$ cat src/sv/wfm_pkg.sv
// ----------------------------------------------------------------------------
// wfm_pkg
// Shared types, constants and the quarter-wave cosine table of the window
// function multiplier.
// ----------------------------------------------------------------------------
package wfm_pkg;

    localparam int SAMPLE_W   = 16;
    localparam int INDEX_W    = 12;
    localparam int STEP_W     = 25;
    localparam int KIND_W     = 3;
    localparam int PH_BITS    = 24;
    localparam int QUAD_BITS  = PH_BITS - 2;
    localparam int PFULL_W    = INDEX_W + STEP_W;
    localparam int COS_DEPTH  = 1024;
    localparam int COS_LOG    = $clog2(COS_DEPTH);
    localparam int COS_AW     = COS_LOG + 1;
    localparam int COS_W      = 18;
    localparam int COEF_W     = 18;
    localparam int PROD_W     = COEF_W + COS_W + 1;
    localparam int WIN_W      = 37;
    localparam int MUL_W      = SAMPLE_W + WIN_W;
    localparam int CFG_IDX_W  = 1;
    localparam int CFG_DATA_W = STEP_W;
    localparam int NUM_HARM   = 4;

    localparam logic [CFG_IDX_W-1:0] REG_WINDOW_KIND = 1'd0;
    localparam logic [CFG_IDX_W-1:0] REG_PHASE_STEP  = 1'd1;
    localparam logic [STEP_W-1:0]    STEP_RESET      = 25'd16400;

    typedef enum logic [KIND_W-1:0] {
        K_PASS      = 3'd0,
        K_BLACKMAN  = 3'd1,
        K_HAMMING   = 3'd2,
        K_HANN      = 3'd3,
        K_TRIANGLE  = 3'd4,
        K_WELCH     = 3'd5,
        K_FLATTOP   = 3'd6,
        K_BHARRIS   = 3'd7
    } t_kind;

    typedef logic signed [COEF_W-1:0] t_coef_row [0:NUM_HARM];
    typedef t_coef_row t_coef_tab [0:7];

    localparam t_coef_tab WIN_COEF = '{
        '{18'sd0,     18'sd0,      18'sd0,     18'sd0,      18'sd0},
        '{18'sd55050, -18'sd65536, 18'sd10486, 18'sd0,      18'sd0},
        '{18'sd71235, -18'sd59837, 18'sd0,     18'sd0,      18'sd0},
        '{18'sd65536, -18'sd65536, 18'sd0,     18'sd0,      18'sd0},
        '{18'sd0,     18'sd0,      18'sd0,     18'sd0,      18'sd0},
        '{18'sd0,     18'sd0,      18'sd0,     18'sd0,      18'sd0},
        '{18'sd28256, -18'sd54609, 18'sd36341, -18'sd10955, 18'sd911},
        '{18'sd47022, -18'sd64001, 18'sd18518, -18'sd1531,  18'sd0}
    };

    typedef logic [COS_AW-1:0] t_addr_vec [0:NUM_HARM-1];

    // Phase stage to window stage
    typedef struct packed {
        logic                      valid;
        logic signed [SAMPLE_W-1:0] sample;
        logic [NUM_HARM-1:0]       neg;
        logic [PH_BITS:0]          at;
    } t_phase_out;

    typedef logic [COS_W-1:0] t_cos_tab [0:COS_DEPTH];

    localparam longint unsigned HALF_PI_Q30 = 64'd1686629713;
    typedef longint unsigned t_div_tab [1:10];
    localparam t_div_tab TAYLOR_DIV = '{2, 12, 30, 56, 90, 132, 182, 240, 306, 380};

    // Taylor series per entry, evaluated at elaboration
    function automatic t_cos_tab build_cos_tab();
        t_cos_tab        tab;
        longint unsigned x;
        longint unsigned x2;
        longint unsigned term;
        longint          sum;
        for (int k = 0; k <= COS_DEPTH; k++) begin
            x    = longint'(k) * HALF_PI_Q30 / COS_DEPTH;
            x2   = (x * x) >> 30;
            term = 64'd1 << 30;
            sum  = longint'(term);
            for (int n = 1; n <= 10; n++) begin
                term = ((term * x2) >> 30) / TAYLOR_DIV[n];
                if (n % 2 == 1) begin
                    sum = sum - longint'(term);
                end else begin
                    sum = sum + longint'(term);
                end
            end
            if (sum < 0) begin
                sum = 0;
            end
            tab[k] = COS_W'((longint'(sum) + (64'd1 << 12)) >> 13);
        end
        return tab;
    endfunction

    localparam t_cos_tab COS_TAB = build_cos_tab();

endpackage

$ cat src/sv/wfm_phase.sv
// ----------------------------------------------------------------------------
// wfm_phase
// Position fraction, per-harmonic table addresses and the folded distance
// from frame center (two register stages).
// ----------------------------------------------------------------------------
module wfm_phase (
    input  logic                         i_clk,
    input  logic                         i_rst_n,
    input  logic                         i_valid,
    input  logic signed [wfm_pkg::SAMPLE_W-1:0] i_sample,
    input  logic [wfm_pkg::INDEX_W-1:0]  i_index,
    input  logic [wfm_pkg::STEP_W-1:0]   i_step,
    output wfm_pkg::t_phase_out          o_ph,
    output wfm_pkg::t_addr_vec           o_addr
);
    import wfm_pkg::*;

    logic                       r_v1;
    logic signed [SAMPLE_W-1:0] r_s1;
    logic [PFULL_W-1:0]         r_pfull;
    t_phase_out                 r_ph;
    t_addr_vec                  r_addr;
    t_addr_vec                  n_addr;
    logic [NUM_HARM-1:0]        n_neg;
    logic [PH_BITS:0]           n_at;
    logic [PH_BITS-1:0]         ph;
    logic [PH_BITS-1:0]         hph [0:NUM_HARM-1];
    logic [PFULL_W-1:0]         p;
    logic [PFULL_W:0]           t;

    always_ff @(posedge i_clk) begin
        if (!i_rst_n) begin
            r_v1 <= 1'b0;
        end else begin
            r_v1 <= i_valid;
        end
        r_s1    <= i_sample;
        r_pfull <= PFULL_W'(i_index) * PFULL_W'(i_step);
    end

    always_comb begin
        ph     = r_pfull[PH_BITS-1:0];
        hph[0] = ph;
        hph[1] = {ph[PH_BITS-2:0], 1'b0};
        hph[2] = ph + {ph[PH_BITS-2:0], 1'b0};
        hph[3] = {ph[PH_BITS-3:0], 2'b00};
        for (int h = 0; h < NUM_HARM; h++) begin
            logic [1:0]              quad;
            logic [QUAD_BITS-1:0]    r;
            logic [QUAD_BITS+COS_LOG:0] rs;
            logic [COS_AW-1:0]       idx;
            quad = hph[h][PH_BITS-1 -: 2];
            r    = hph[h][QUAD_BITS-1:0];
            rs   = ({(COS_LOG+1)'(0), r} << COS_LOG) + (QUAD_BITS+COS_LOG+1)'(1 << (QUAD_BITS-1));
            idx  = COS_AW'(rs >> QUAD_BITS);
            n_addr[h] = quad[0] ? COS_AW'(COS_DEPTH) - idx : idx;
            n_neg[h]  = quad[0] ^ quad[1];
        end
        // clamp past frame end, then fold around the center
        p    = (r_pfull > PFULL_W'(1 << PH_BITS)) ? PFULL_W'(1 << PH_BITS) : r_pfull;
        t    = {p, 1'b0};
        n_at = (t >= (PFULL_W+1)'(1 << PH_BITS)) ? (PH_BITS+1)'(t - (PFULL_W+1)'(1 << PH_BITS))
                                                 : (PH_BITS+1)'((PFULL_W+1)'(1 << PH_BITS) - t);
    end

    always_ff @(posedge i_clk) begin
        if (!i_rst_n) begin
            r_ph.valid <= 1'b0;
        end else begin
            r_ph.valid <= r_v1;
        end
        r_ph.sample <= r_s1;
        r_ph.neg    <= n_neg;
        r_ph.at     <= n_at;
        r_addr      <= n_addr;
    end

    assign o_ph   = r_ph;
    assign o_addr = r_addr;

endmodule

$ cat config.mk
export PLATFORM = sky130hd
export DESIGN_NAME = wfm_phase
export DESIGN_NICKNAME = d
export VERILOG_FILES = /design/src/sv/wfm_pkg.sv /design/src/sv/wfm_phase.sv
export SDC_FILE = /design/constraint.sdc
export NUM_CORES = 1
export LEC_CHECK = 0
export BUFFER_PORTS_ARGS = -buffer_cell sky130_fd_sc_hd__buf_2
export CAP_MARGIN = 20
export CORE_ASPECT_RATIO = 1.1
export CORE_MARGIN = 2
export CORE_UTILIZATION = 55
export DETAILED_ROUTE_END_ITERATION = 16
export PLACE_DENSITY = 0.84
export RECOVER_POWER = 25
export SETUP_SLACK_MARGIN = 0.05
export SYNTH_ARGS = -nofsm -noshare
export SYNTH_HDL_FRONTEND = slang
export SYNTH_SLANG_ARGS = --single-unit
export TNS_END_PERCENT = 20
$ cat constraint.sdc
create_clock -name i_clk -period 14.1 [get_ports i_clk]
set_input_delay 1.41 -clock i_clk [delete_from_list [all_inputs] [get_ports i_clk]]
set_output_delay 1.41 -clock i_clk [all_outputs]
set_load 0.005 [all_outputs]
=== Word level (Yosys, flattened, before mapping) ===
Cells that the tools add are included.

* Multiplexer cells: 6
* Multipliers: 1
* $add $sub $neg: 11
* Bitwise operators: 4
* Magnitude comparators: 2

{| class="wikitable"
|+ Operators with widths
! cell !! number
|-
| 32-bit by 22-bit adder with 33-bit output, second input constant || 4
|-
| 11-bit 2-to-1 mux || 4
|-
| 11-bit subtractor, first input constant || 4
|-
| 38-bit by 25-bit greater-or-equal comparator with 1-bit output, second input constant || 1
|-
| 37-bit by 25-bit > comparator with 1-bit output, second input constant || 1
|-
| 12-bit by 25-bit multiplier with 37-bit output || 1
|-
| 37-bit 2-to-1 mux || 1
|-
| 25-bit 2-to-1 mux || 1
|-
| 25-bit subtractor, first input constant || 1
|-
| 25-bit subtractor, second input constant || 1
|-
| 24-bit adder || 1
|-
| 1-bit bitwise XOR || 4
|}

* Logic and storage cells: 35
* Register bits: 144
* Input bits: 56

=== Depth between registers and ports, before layout ===
Gate-level depths: netlist of run 1.

* Depth after elaboration: 4
* Mapped depth: 24
* Gate-level depth less buffers: 22

=== Worst setup path before layout of run 1 ===
OpenSTA, ideal clock, no wires.

* Path type: input to register
* Start: in i_index[5] in the netlist's numbering
* End: reg r_pfull[33]
* Setup time: 0.072 ns
* Setup slack: 6.983 ns
* Cell stages on the path: 22
* Arrival: 7.045 ns
* Path buffers: 2
* Path through: clkbuf_1 -> clkbuf_1 -> nand2_1 -> fa_1 -> fa_1 -> inv_1 -> fa_1 -> fa_1 -> inv_1 -> fa_1 -> inv_1 -> ha_1 -> a21o_1 -> a21o_1 -> a21oi_1 -> o221ai_1 -> a221oi_1 -> o31a_1 -> a311oi_1 -> a311o_1 -> a21oi_1 -> xnor2_1

* Longest elaborated chain between the ends: 1

{| class="wikitable"
|+ Ends and longest elaborated chain
! what !! line !! source
|-
| start: declaration || wfm_phase.sv:11 || <nowiki>input logic [wfm_pkg::INDEX_W-1:0] i_index,</nowiki>
|-
| 12-bit by 25-bit multiplier with 37-bit output || wfm_phase.sv:38 || <nowiki>r_pfull <= PFULL_W'(i_index) * PFULL_W'(i_step);</nowiki>
|-
| end signal: assignment || wfm_phase.sv:38 ||
|-
| end: declaration || wfm_phase.sv:20 || <nowiki>logic [PFULL_W-1:0] r_pfull;</nowiki>
|}

Every way passes these cells.
A chain may end at the register's enable or synchronous reset.

=== Final worst setup path of run 1 ===
* Start: in i_index[8] in the netlist's numbering
* End: reg r_pfull[33]

The elaborated chain is that of the path after synthesis.

==> summary.txt, run 1 <==
Timing
  • Fin. Hold Viols: 0
  • RSZ-0062 raised after global routing: no
  • Slew @ Worst Pin: roughly 1200 ps
  • Worst slew margin: 22.65%
  • Final Slew Violations: 0
  • Post-route minimum period: about 7200 ps
  • Final cycle utilization of the critical path: 51.05%
  • Worst Skew: approximately 19 ps
  • Peak Freq: roughly 140 MHz
  • Final count of negative-setup-slack endpoints: 0
  • Sum Neg Setup Slack: 0 ps

Synthesis
  • Leading area contributor after synthesis: fa_1
  • Post-Synthesis Cells: 1776
  • Synth top area cells: fa_1, dfxtp_1, ha_1
  • Mapped cell area: roughly 16000 um^2
  • Most used DFF post-synth: dfxtp_1
  • Syn nets: 2175
  • Seq cells post-synth: around 140
  • Async set or reset register ratio after synthesis: 0%
  • EDFF count, synth: 0
  • Mean Syn Cell Area: between 8 and 9 um^2
  • Yosys top cell area share: just under 30%
  • Register area share after synthesis: a little under a fifth
  • Netlist cell types: 84
  • Yosys Warn Count: 0

Routing
  • DRC violations left: 0
  • ANT nets after route: 0
  • Routed length per instance: approximately 17 um
  • Drt pass-1 iters: 5
  • Total number of vias: between 10000 and 15000
  • Vias per inst: around 5.5
  • Routed Wire Length: between 30000 and 40000 um
  • DRT iter0 DRCs: approximately 1000

Critical path
  • WS Path Type: primary input to register
  • CP Data Arrival Time: about 7600 ps
  • CP max FO: 25
  • Critical Path Sink Type: register
  • Worst reg2reg path depth: 13
  • Slowest cell on the critical path: a221oi_1
  • Slowest cell delay on critical path: ~610 ps
  • Crit path cell chain: buf_2, nand2_1, fa_1, inv_1, fa_1, fa_1, fa_1, inv_1, fa_1, inv_1, ha_1, a21o_1, a21o_1, a21oi_1, o221ai_1, a221oi_1, o31a_1, a311oi_1, a311o_1, a21oi_1, xnor2_1
  • R2R Setup Slk: ~9800 ps
  • CP Launch Type: primary input
  • CP required: about 14000 ps
  • CP most frequent cell: fa_1

GRT
  • Tot GR Track Use: between 20% and 30%
  • Largest net degree at the start of global routing: 27
  • Vias in the first global route: roughly 12000
  • Initial antenna violation count: 0
  • Wire length of the first global-routing pass: 61210 um
  • Grt ovf: 0

Floorplanning
  • Row count: between 60 and 70
  • Die height: 180.7 um
  • Initial Util: 56.05%
  • Die area: 29760 um^2
  • Die X: roughly 160 um
  • Core area: ~28000 um^2
  • IO Pins: approximately 150

Clocking
  • Clock tree sinks: 143
  • Max H-tree Level: 4
  • CTS root buf: clkbuf_16
  • Clk Latency, worst-skew pair: 440 ps
  • CTS tree: yes
  • TritonCTS buffer count: 17
  • Post-CTS Setup Bufs: 0
  • Cts repair resizes: 0
  • Post-CTS Hold Buffers: 0
  • Clock slew seen by the registers of the worst setup and hold paths: approximately 60 ps
  • CTS Buffer Depth: 2

Finish
  • Post-Layout Cell Count: between 2000 and 2500
  • N_diodes: 0
  • Fill cells: between 2000 and 2500
  • Commonest cells after routing, fill and taps aside: inv_1, nand2_1, fa_1, dfxtp_1, buf_2
  • Fraction of layout cells with a size suffix above 1: between 10% and 20%
  • Commonest non-fill, non-tap cell in the layout: inv_1
  • Nets: 2256
  • Layout area overhead: 9.221%
  • Utilization after layout: 61.22%

Outcome
  • Status: complete, no violations

Place
  • Placed cells: around 2200
  • IO Port Bufs: about 140
  • Placed wire-length estimate: 29580 um
  • RD Place Congestion: just over 0.9

Flow run
  • Max-Cap Viols: 0

Worst hold path
  • Hold path cells: 0
  • Worst hold path class: register to register
==> through the flow <==
stage               worst slack [ps]  hold WS, ps  cell area [um^2]
CTS                             6921        327.9             17060
floorplan                       6983        309.6             15620
finish                          6902        328.3             17060
global placement                6628        309.7             16470
detailed placement              6494        312.1             16470
global route                    6569        332.4             17060
==> Yosys cell counts (all sizes together) (7+ instances only) <==
cell    instances
ha            113
inv           308
fa            230
xor2           34
dfxtp         143
nor3           21
nand4          15
clkbuf         77
nor2b           7
o21bai          8
a211oi          9
o21ai          44
nor2           58
nand3          36
and2           89
xnor2          93
a21o           16
nor4            9
a31oi          14
nand2         277
nand2b          9
o31ai          10
and3           13
a21oi          57
==> sequential cells by signal (all words and copies together) (netlist names) <==
signal and cells:
o_ph 45, o_addr 44, r_pfull 37, r_s1 16
r_v1 1
==> critical path, delay by kind of cell <==
kind / cells / cell delay (ps)
adders and majority gates: 6 / 2970
AOI/OAI and AO/OA: 9 / 2330
buffers and inverters: 4 / 540
and+or+nand+nor: 1 / 150
xor gates and xnor gates: 1 / 130
==> area by class of cell <==
type / count / area, um^2 / share of cell area, %
multi-input combinational: 1238 / 11250 / 65.97
sequential: 143 / 2863 / 16.78
inverter: 312 / 1174 / 6.880
timing repair buffer: 145 / 723.2 / 4.239
tap: 363 / 454.2 / 2.662
clock buffer: 17 / 425.4 / 2.494
clock inverter: 15 / 165.2 / 0.9682
==> cells by family after synthesis <==
group	count (synthesis)	share of synthesized area (%)
AO/OA/AOI/OAI	207	8.788
AND/OR/NAND/NOR	554	16.95
buffers and inverters	395	9.613
multiplexers	6	0.4005
other	1	0.02401
flip-flops	143	18.33
adder cells (fa/ha/maj)	343	38.53
XOR/XNOR	127	7.362
==> worst paths after layout <==
check,from,end
setup / recovery,i_index[8],r_pfull[33]
hold / removal,r_s1[13],o_ph[42]
setup reg to reg,r_pfull[10],o_addr[18]
hold reg to reg,r_s1[13],o_ph[42]
==> metal layers <==
metal | vias up | wire, um | global-route usage [%]
met2 | 608 | 17540 | 43.23
met5 | - | 0 | 0
met3 | 74 | 3084 | 4.063
met4 | 0 | 1007 | 8.487
li1 | 5686 | - | -
met1 | 5951 | 15360 | 34.04
Power of run 1 is not shown: default switching activity piles up to over one toggle a cycle in this logic, so the estimate is an artifact.
==> run 2, diff against run 1 <==
--- a/config.mk
+++ b/config.mk
@@ -5,6 +5,7 @@
 export SDC_FILE = /design/constraint.sdc
 export NUM_CORES = 1
 export LEC_CHECK = 0
+export ABC_AREA = 1
 export BUFFER_PORTS_ARGS = -buffer_cell sky130_fd_sc_hd__buf_2
 export CAP_MARGIN = 20
 export CORE_ASPECT_RATIO = 1.1
==> constraint.sdc (replaced) <==
create_clock -name i_clk -period 6.95 [get_ports i_clk]
set_input_delay 0.695 -clock i_clk [delete_from_list [all_inputs] [get_ports i_clk]]
set_output_delay 0.695 -clock i_clk [all_outputs]
set_load 0.005 [all_outputs]
==> run 2 against run 1 <==
  * Via count increased by 13%
  * Critical endpoint is now r_pfull[31]
  * Final area rose by 4.9%
  * Critical path depth is 1 higher
  * Largest cell class unchanged
  * Die area up 4.9%
  * Flip-flop and latch count unchanged
  * Register-to-register slack lost 6400 ps
  * Sequential share of layout area is 0.78 points lower
  * Global-route usage increased by 1.0 points
  * Cell count is 19% higher
==> summary.txt, run 2 <==
Finish
  • Commonest cells after routing, fill and taps aside: nand2_1, inv_1, fa_1, dfxtp_1, buf_2
  • Layout area overhead: 9.142%
  • Max reg flops: between 40 and 50
  • Fill cells: about 2600
  • Reg area: about 2900 um^2
  • Multi-input gate area: roughly 11000 um^2
  • N_diodes: 0
  • Fraction of layout cells with a size suffix above 1: approximately a tenth
  • Fin area: approximately 18000 um^2
  • Commonest non-fill, non-tap cell in the layout: nand2_1
  • Nets: between 2000 and 3000

Clocking
  • Clk Latency, worst-skew pair: 430 ps
  • Post-CTS Hold Buffers: 0
  • CTS Buffer Depth: 2
  • Clock tree sinks: about 140
  • Post-CTS Setup Bufs: 0
  • TritonCTS buffer count: 17
  • Clock slew seen by the registers of the worst setup and hold paths: ~60 ps
  • CTS root buf: clkbuf_16
  • Cts repair resizes: 0
  • Max H-tree Level: 4
  • CTS tree: yes

Synthesis
  • Netlist cell types: 52
  • Async set or reset register ratio after synthesis: 0%
  • Syn nets: ~2600
  • Seq cells post-synth: roughly 140
  • Yosys Warn Count: 0
  • Most used DFF post-synth: dfxtp_1
  • Mean Syn Cell Area: roughly 7.5 um^2
  • Leading area contributor after synthesis: fa_1
  • Top-count cell post-synth: nand2_1
  • Post-Synthesis Cells: ~2200
  • Register area share after synthesis: between 10% and 20%
  • Synth top area cells: fa_1, dfxtp_1, nand2_1
  • Mapped cell area: 16400 um^2
  • Yosys top cell area share: between 20 and 30%
  • Top cells by count, synth: nand2_1, inv_1, fa_1
  • EDFF count, synth: 0

Timing
  • Final cycle utilization of the critical path: between 80% and 90%
  • Peak Freq: 171.5 MHz
  • Post-route minimum period: around 6000 ps
  • Sum Neg Setup Slack: 0 ps
  • Final Slew Violations: 0
  • Fin. Hold Viols: 0
  • Worst Skew: ~17 ps
  • Final count of negative-setup-slack endpoints: 0
  • RSZ-0062 raised after global routing: no
  • Slew @ Worst Pin: 1188 ps
  • Worst slew margin: roughly a fifth

Critical path
  • CP Launch Type: primary input
  • Critical Path Sink Type: register
  • Worst reg2reg path depth: 15
  • Slowest cell delay on critical path: about 570 ps
  • CP Buf/Inv Count: 5
  • Slowest cell on the critical path: fa_1
  • CP Data Arrival Time: between 6000 and 7000 ps
  • CP Depth: 22
  • WS Path Type: primary input to register
  • Crit path cell chain: buf_2, nand2_1, fa_1, inv_1, fa_1, fa_1, fa_1, inv_1, fa_1, inv_1, ha_1, a21oi_1, inv_1, a31oi_1, a21boi_1, o21ai_0, a21oi_1, o21ai_1, nand2_1, nand2_1, nand2_1, nand2_1
  • CP max FO: 25
  • Crit-path leading delay family: adder cells
  • CP required: between 7000 and 8000 ps

Flow run
  • Max-Cap Viols: 0

Routing
  • Drt pass-1 iters: 6
  • DRC violations left: 0
  • Routed Wire Length: about 40000 um
  • Vias per inst: around 5.2
  • Total number of vias: around 14000
  • DRT iter0 DRCs: about 920
  • ANT nets after route: 0
  • Routed length per instance: around 15 um

Worst hold path
  • Worst hold path class: register to register
  • Hold path cells: 0

Floorplanning
  • Die height: about 190 um
  • Row count: 66
  • Die area: 31210 um^2
  • IO Pins: between 100 and 150
  • Initial Util: between 50% and 60%
  • Die X: around 170 um
  • Core area: slightly below 30000 um^2

GRT
  • Wire length of the first global-routing pass: 67680 um
  • Largest net degree at the start of global routing: 26
  • Grt ovf: 0
  • Tot GR Track Use: between 20% and 30%
  • Vias in the first global route: approximately 15000
  • Initial antenna violation count: 0

Outcome
  • Status: complete, no violations

Place
  • RD Place Congestion: 0.9553
  • Placed wire-length estimate: 32760 um
  • Cell area after placement: 17300 um^2
  • IO Port Bufs: about 140
==> run 2: cell count changes in the layout (fill, tap and decap cells not counted), moves of 9 or more <==
cell	delta
nand2_1	+333
inv_1	+212
and2_1	-85
nor2_1	+64
xnor2_1	-62
nand3_1	+34
xor2_1	+32
nand2_2	+19
o21ai_0	-16
a21o_1	-12
and3_1	-10
nand2b_1	-9
==> run 2: metal layers <==
layer / up-vias / share of wire (%) / global-route usage, %
met5: - / 0 / 0
met2: 620 / 50 / 49.40
met4: 0 / 4.1 / 11.55
li1: 6600 / - / -
met1: 6513 / 39 / 31.19
met3: 130 / 6.5 / 3.782
==> run 2: worst reg2reg max path, delay by kind of cell, from the launching register on <==
| family | cells | cell delay (ps) |
|---|---|---|
| AO/OA/AOI/OAI | 1 | 60 |
| adder cells (fa/ha/maj) | 2 | 470 |
| buffers and inverters | 3 | 700 |
| flip-flops | 1 | 680 |
| AND/OR/NAND/NOR | 9 | 1510 |
==> run 2: final timing paths <==
check         startpoint           to  slack [ps]
max           i_index[8]  r_pfull[31]        1120
min              r_s1[6]     o_ph[35]         320
max reg2reg  r_pfull[21]     o_ph[13]        3420
min reg2reg      r_s1[6]     o_ph[35]         320
==> run 2: cell type report <==
cell class                      count  area share, %
Multi-Input combinational cell   1447          63.04
Sequential cell                   143          16.00
Clock inverter                     14         0.9579
Timing Repair Buffer              145          4.041
Inverter                          523          10.97
Tap cell                          374          2.615
Clock buffer                       17          2.377
==> run 2: per-stage QoR <==
stage | hold WS, ps | utilization [%] | instances | setup WS (ps)
after global routing | 325.3 | 60.70 | 2663 | 780.3
after CTS | 327.4 | 60.72 | 2663 | 1188
after global placement | 309.6 | 58.69 | 2632 | 875.2
after detailed placement | 312.8 | 58.69 | 2632 | 731.8
final | 324.4 | 60.70 | 2663 | 1119
after floorplan | 309.6 | - | 2186 | 1211
==> run 2: logic make-up (layout without fill, tap and decap cells) <==
kind of cell / after synthesis / after routing / synth area share [%]
buffers and inverters: 596 / 699 / 13.74
xor gates and xnor gates: 97 / 97 / 5.342
other: 1 / 1 / 0.02287
and+or+nand+nor: 883 / 883 / 22.34
DFF: 143 / 143 / 17.46
adders and majority gates: 343 / 343 / 36.71
AOI/OAI and AO/OA: 123 / 123 / 4.388
Power of run 2 is left out for the same reason.
==> run 3, diff against run 2 <==
==> constraint.sdc (replaced) <==
create_clock -name i_clk -period 5.4 [get_ports i_clk]
set_input_delay 0.54 -clock i_clk [delete_from_list [all_inputs] [get_ports i_clk]]
set_output_delay 0.54 -clock i_clk [all_outputs]
set_load 0.005 [all_outputs]
==> run 3 against run 2 <==
  * Count of clock-buffer cells in the layout is the same
  * Core utilization grew 1.3 points
  * Final area grew 2.1%
  * Non-clock buffer count grew 50
  * Global-route usage shrank 0.35 points
  * Wire length shrank 2.4%
  * Die area is the same
  * Largest cell class unchanged
==> summary.txt, run 3 (synthesis gave the netlist of run 2 again) <==
Outcome
  • Status: complete, no violations

Worst hold path
  • Hold path cells: 1
  • Worst hold path class: primary input to register

Timing
  • Worst slew margin: 56.46%
  • Final cycle utilization of the critical path: 93.89%
  • Post-route minimum period: 5070 ps
  • Peak Freq: 197.2 MHz
  • Fin. Hold Viols: 0
  • Final Slew Violations: 0
  • Sum Neg Setup Slack: 0 ps
  • Final count of negative-setup-slack endpoints: 0
  • Slack of the critical path: ~330 ps
  • Worst Skew: 12.86 ps
  • Slew @ Worst Pin: 651.5 ps
  • RSZ-0062 raised after global routing: yes

Finish
  • N_diodes: 0
  • Commonest non-fill, non-tap cell in the layout: nand2_1
  • Commonest cells after routing, fill and taps aside: nand2_1, inv_1, fa_1, dfxtp_1, buf_2
  • Fraction of layout cells with a size suffix above 1: between 10% and 20%
  • Max reg flops: 45
  • Nets: ~2700
  • Layout area overhead: 11.46%

Routing
  • Routed Wire Length: 39290 um
  • Vias per inst: 5.178
  • Routed length per instance: ~14 um
  • DRT iter0 DRCs: a little over 700
  • ANT nets after route: 0
  • DRC violations left: 0
  • Total number of vias: 14050
  • Drt pass-1 iters: 6

Clocking
  • Clock slew seen by the registers of the worst setup and hold paths: 70 ps
  • Max H-tree Level: 4
  • Cts repair resizes: 0
  • CTS tree: yes
  • CTS root buf: clkbuf_16
  • Clock tree sinks: 143
  • Clk Latency, worst-skew pair: between 400 and 500 ps
  • Post-CTS Hold Buffers: 0
  • TritonCTS buffer count: 17
  • CTS Buffer Depth: 2
  • Post-CTS Setup Bufs: 0

Floorplanning
  • Die area: between 30000 and 40000 um^2
  • Row count: 66
  • Core area: roughly 29000 um^2
  • Die X: around 170 um
  • Die height: ~190 um
  • Initial Util: about 56%
  • IO Pins: around 150

Place
  • RD Place Congestion: 0.9527
  • Placed wire-length estimate: 33230 um
  • Place WS: -101.7 ps
  • IO Port Bufs: approximately 140

Critical path
  • CP Launch Type: primary input
  • CP required: ~5700 ps
  • CP Data Arrival Time: approximately 5400 ps
  • CP max FO: 12
  • Worst reg2reg path depth: 15
  • Critical Path Sink Type: register
  • WS Path Type: primary input to register

GRT
  • Largest net degree at the start of global routing: 24
  • Initial antenna violation count: 0
  • Wire length of the first global-routing pass: around 67000 um
  • Vias in the first global route: 14640
  • Tot GR Track Use: between 20% and 30%
  • Grt ovf: 0

Flow run
  • Max-Cap Viols: 0
[run 3: cell types whose count changed in the layout (fill, tap and decap cells not counted), sizes merged]
cell	previous run	this run
clkbuf	21	23
buf	141	189
clkinvlp	3	2
clkinv	2	4
bufinv	2	1
[run 3: area by class of cell]
| class | count | area [um^2] |
|---|---|---|
| multi-input cells | 1447 | 11290 |
| repair buffers | 195 | 1114 |
| clock buffers | 17 | 425.4 |
| fillers | 2536 | 11210 |
| inverters | 523 | 1963 |
| flip-flops and latches | 143 | 2863 |
| well taps | 374 | 467.9 |
| clock inverters | 14 | 152.6 |
[run 3: final timing paths]
check / startpoint / endpoint / slack, ps
max: i_index[10] / r_pfull[32] / 330
min: i_sample[14] / r_s1[14] / 200
max reg2reg: r_pfull[20] / o_ph[19] / 1920
min reg2reg: r_s1[1] / o_ph[30] / 330
[run 3: worst max-delay path, stage by stage]
cell and delay, ps:
buf_2 170, buf_4 230, nand2_1 90, fa_1 520
inv_1 70, fa_1 540, inv_1 60, fa_1 540
inv_1 60, fa_1 530, inv_1 60, fa_1 530
inv_1 50, ha_1 340, nand2_1 140, nor2_1 180
inv_1 80, nor3_1 210, o21ai_0 130, nand3_1 90
a31oi_1 70, xnor2_1 150
[run 3: routing by layer]
layer	vias up	track usage, %	part of all wire (%)
li1	6699	-	-
met1	6662	31.09	39
met2	585	48.12	50
met3	101	4.402	7.5
met4	0	10.90	3.3
met5	-	0	0
[run 3: through the flow]
step / cell area (um^2) / instances / util, % / hold WS, ps
after detailed placement: 17690 / 2682 / 60.02 / 312.8
after global routing: 18280 / 2713 / 61.99 / 183.7
after floorplan: 16490 / 2186 / - / 309.6
after global placement: 17690 / 2682 / 60.02 / 309.8
final: 18280 / 2713 / 61.99 / 203.7
after CTS: 18270 / 2713 / 61.98 / 182.5
Power of run 3 is left out for the same reason.
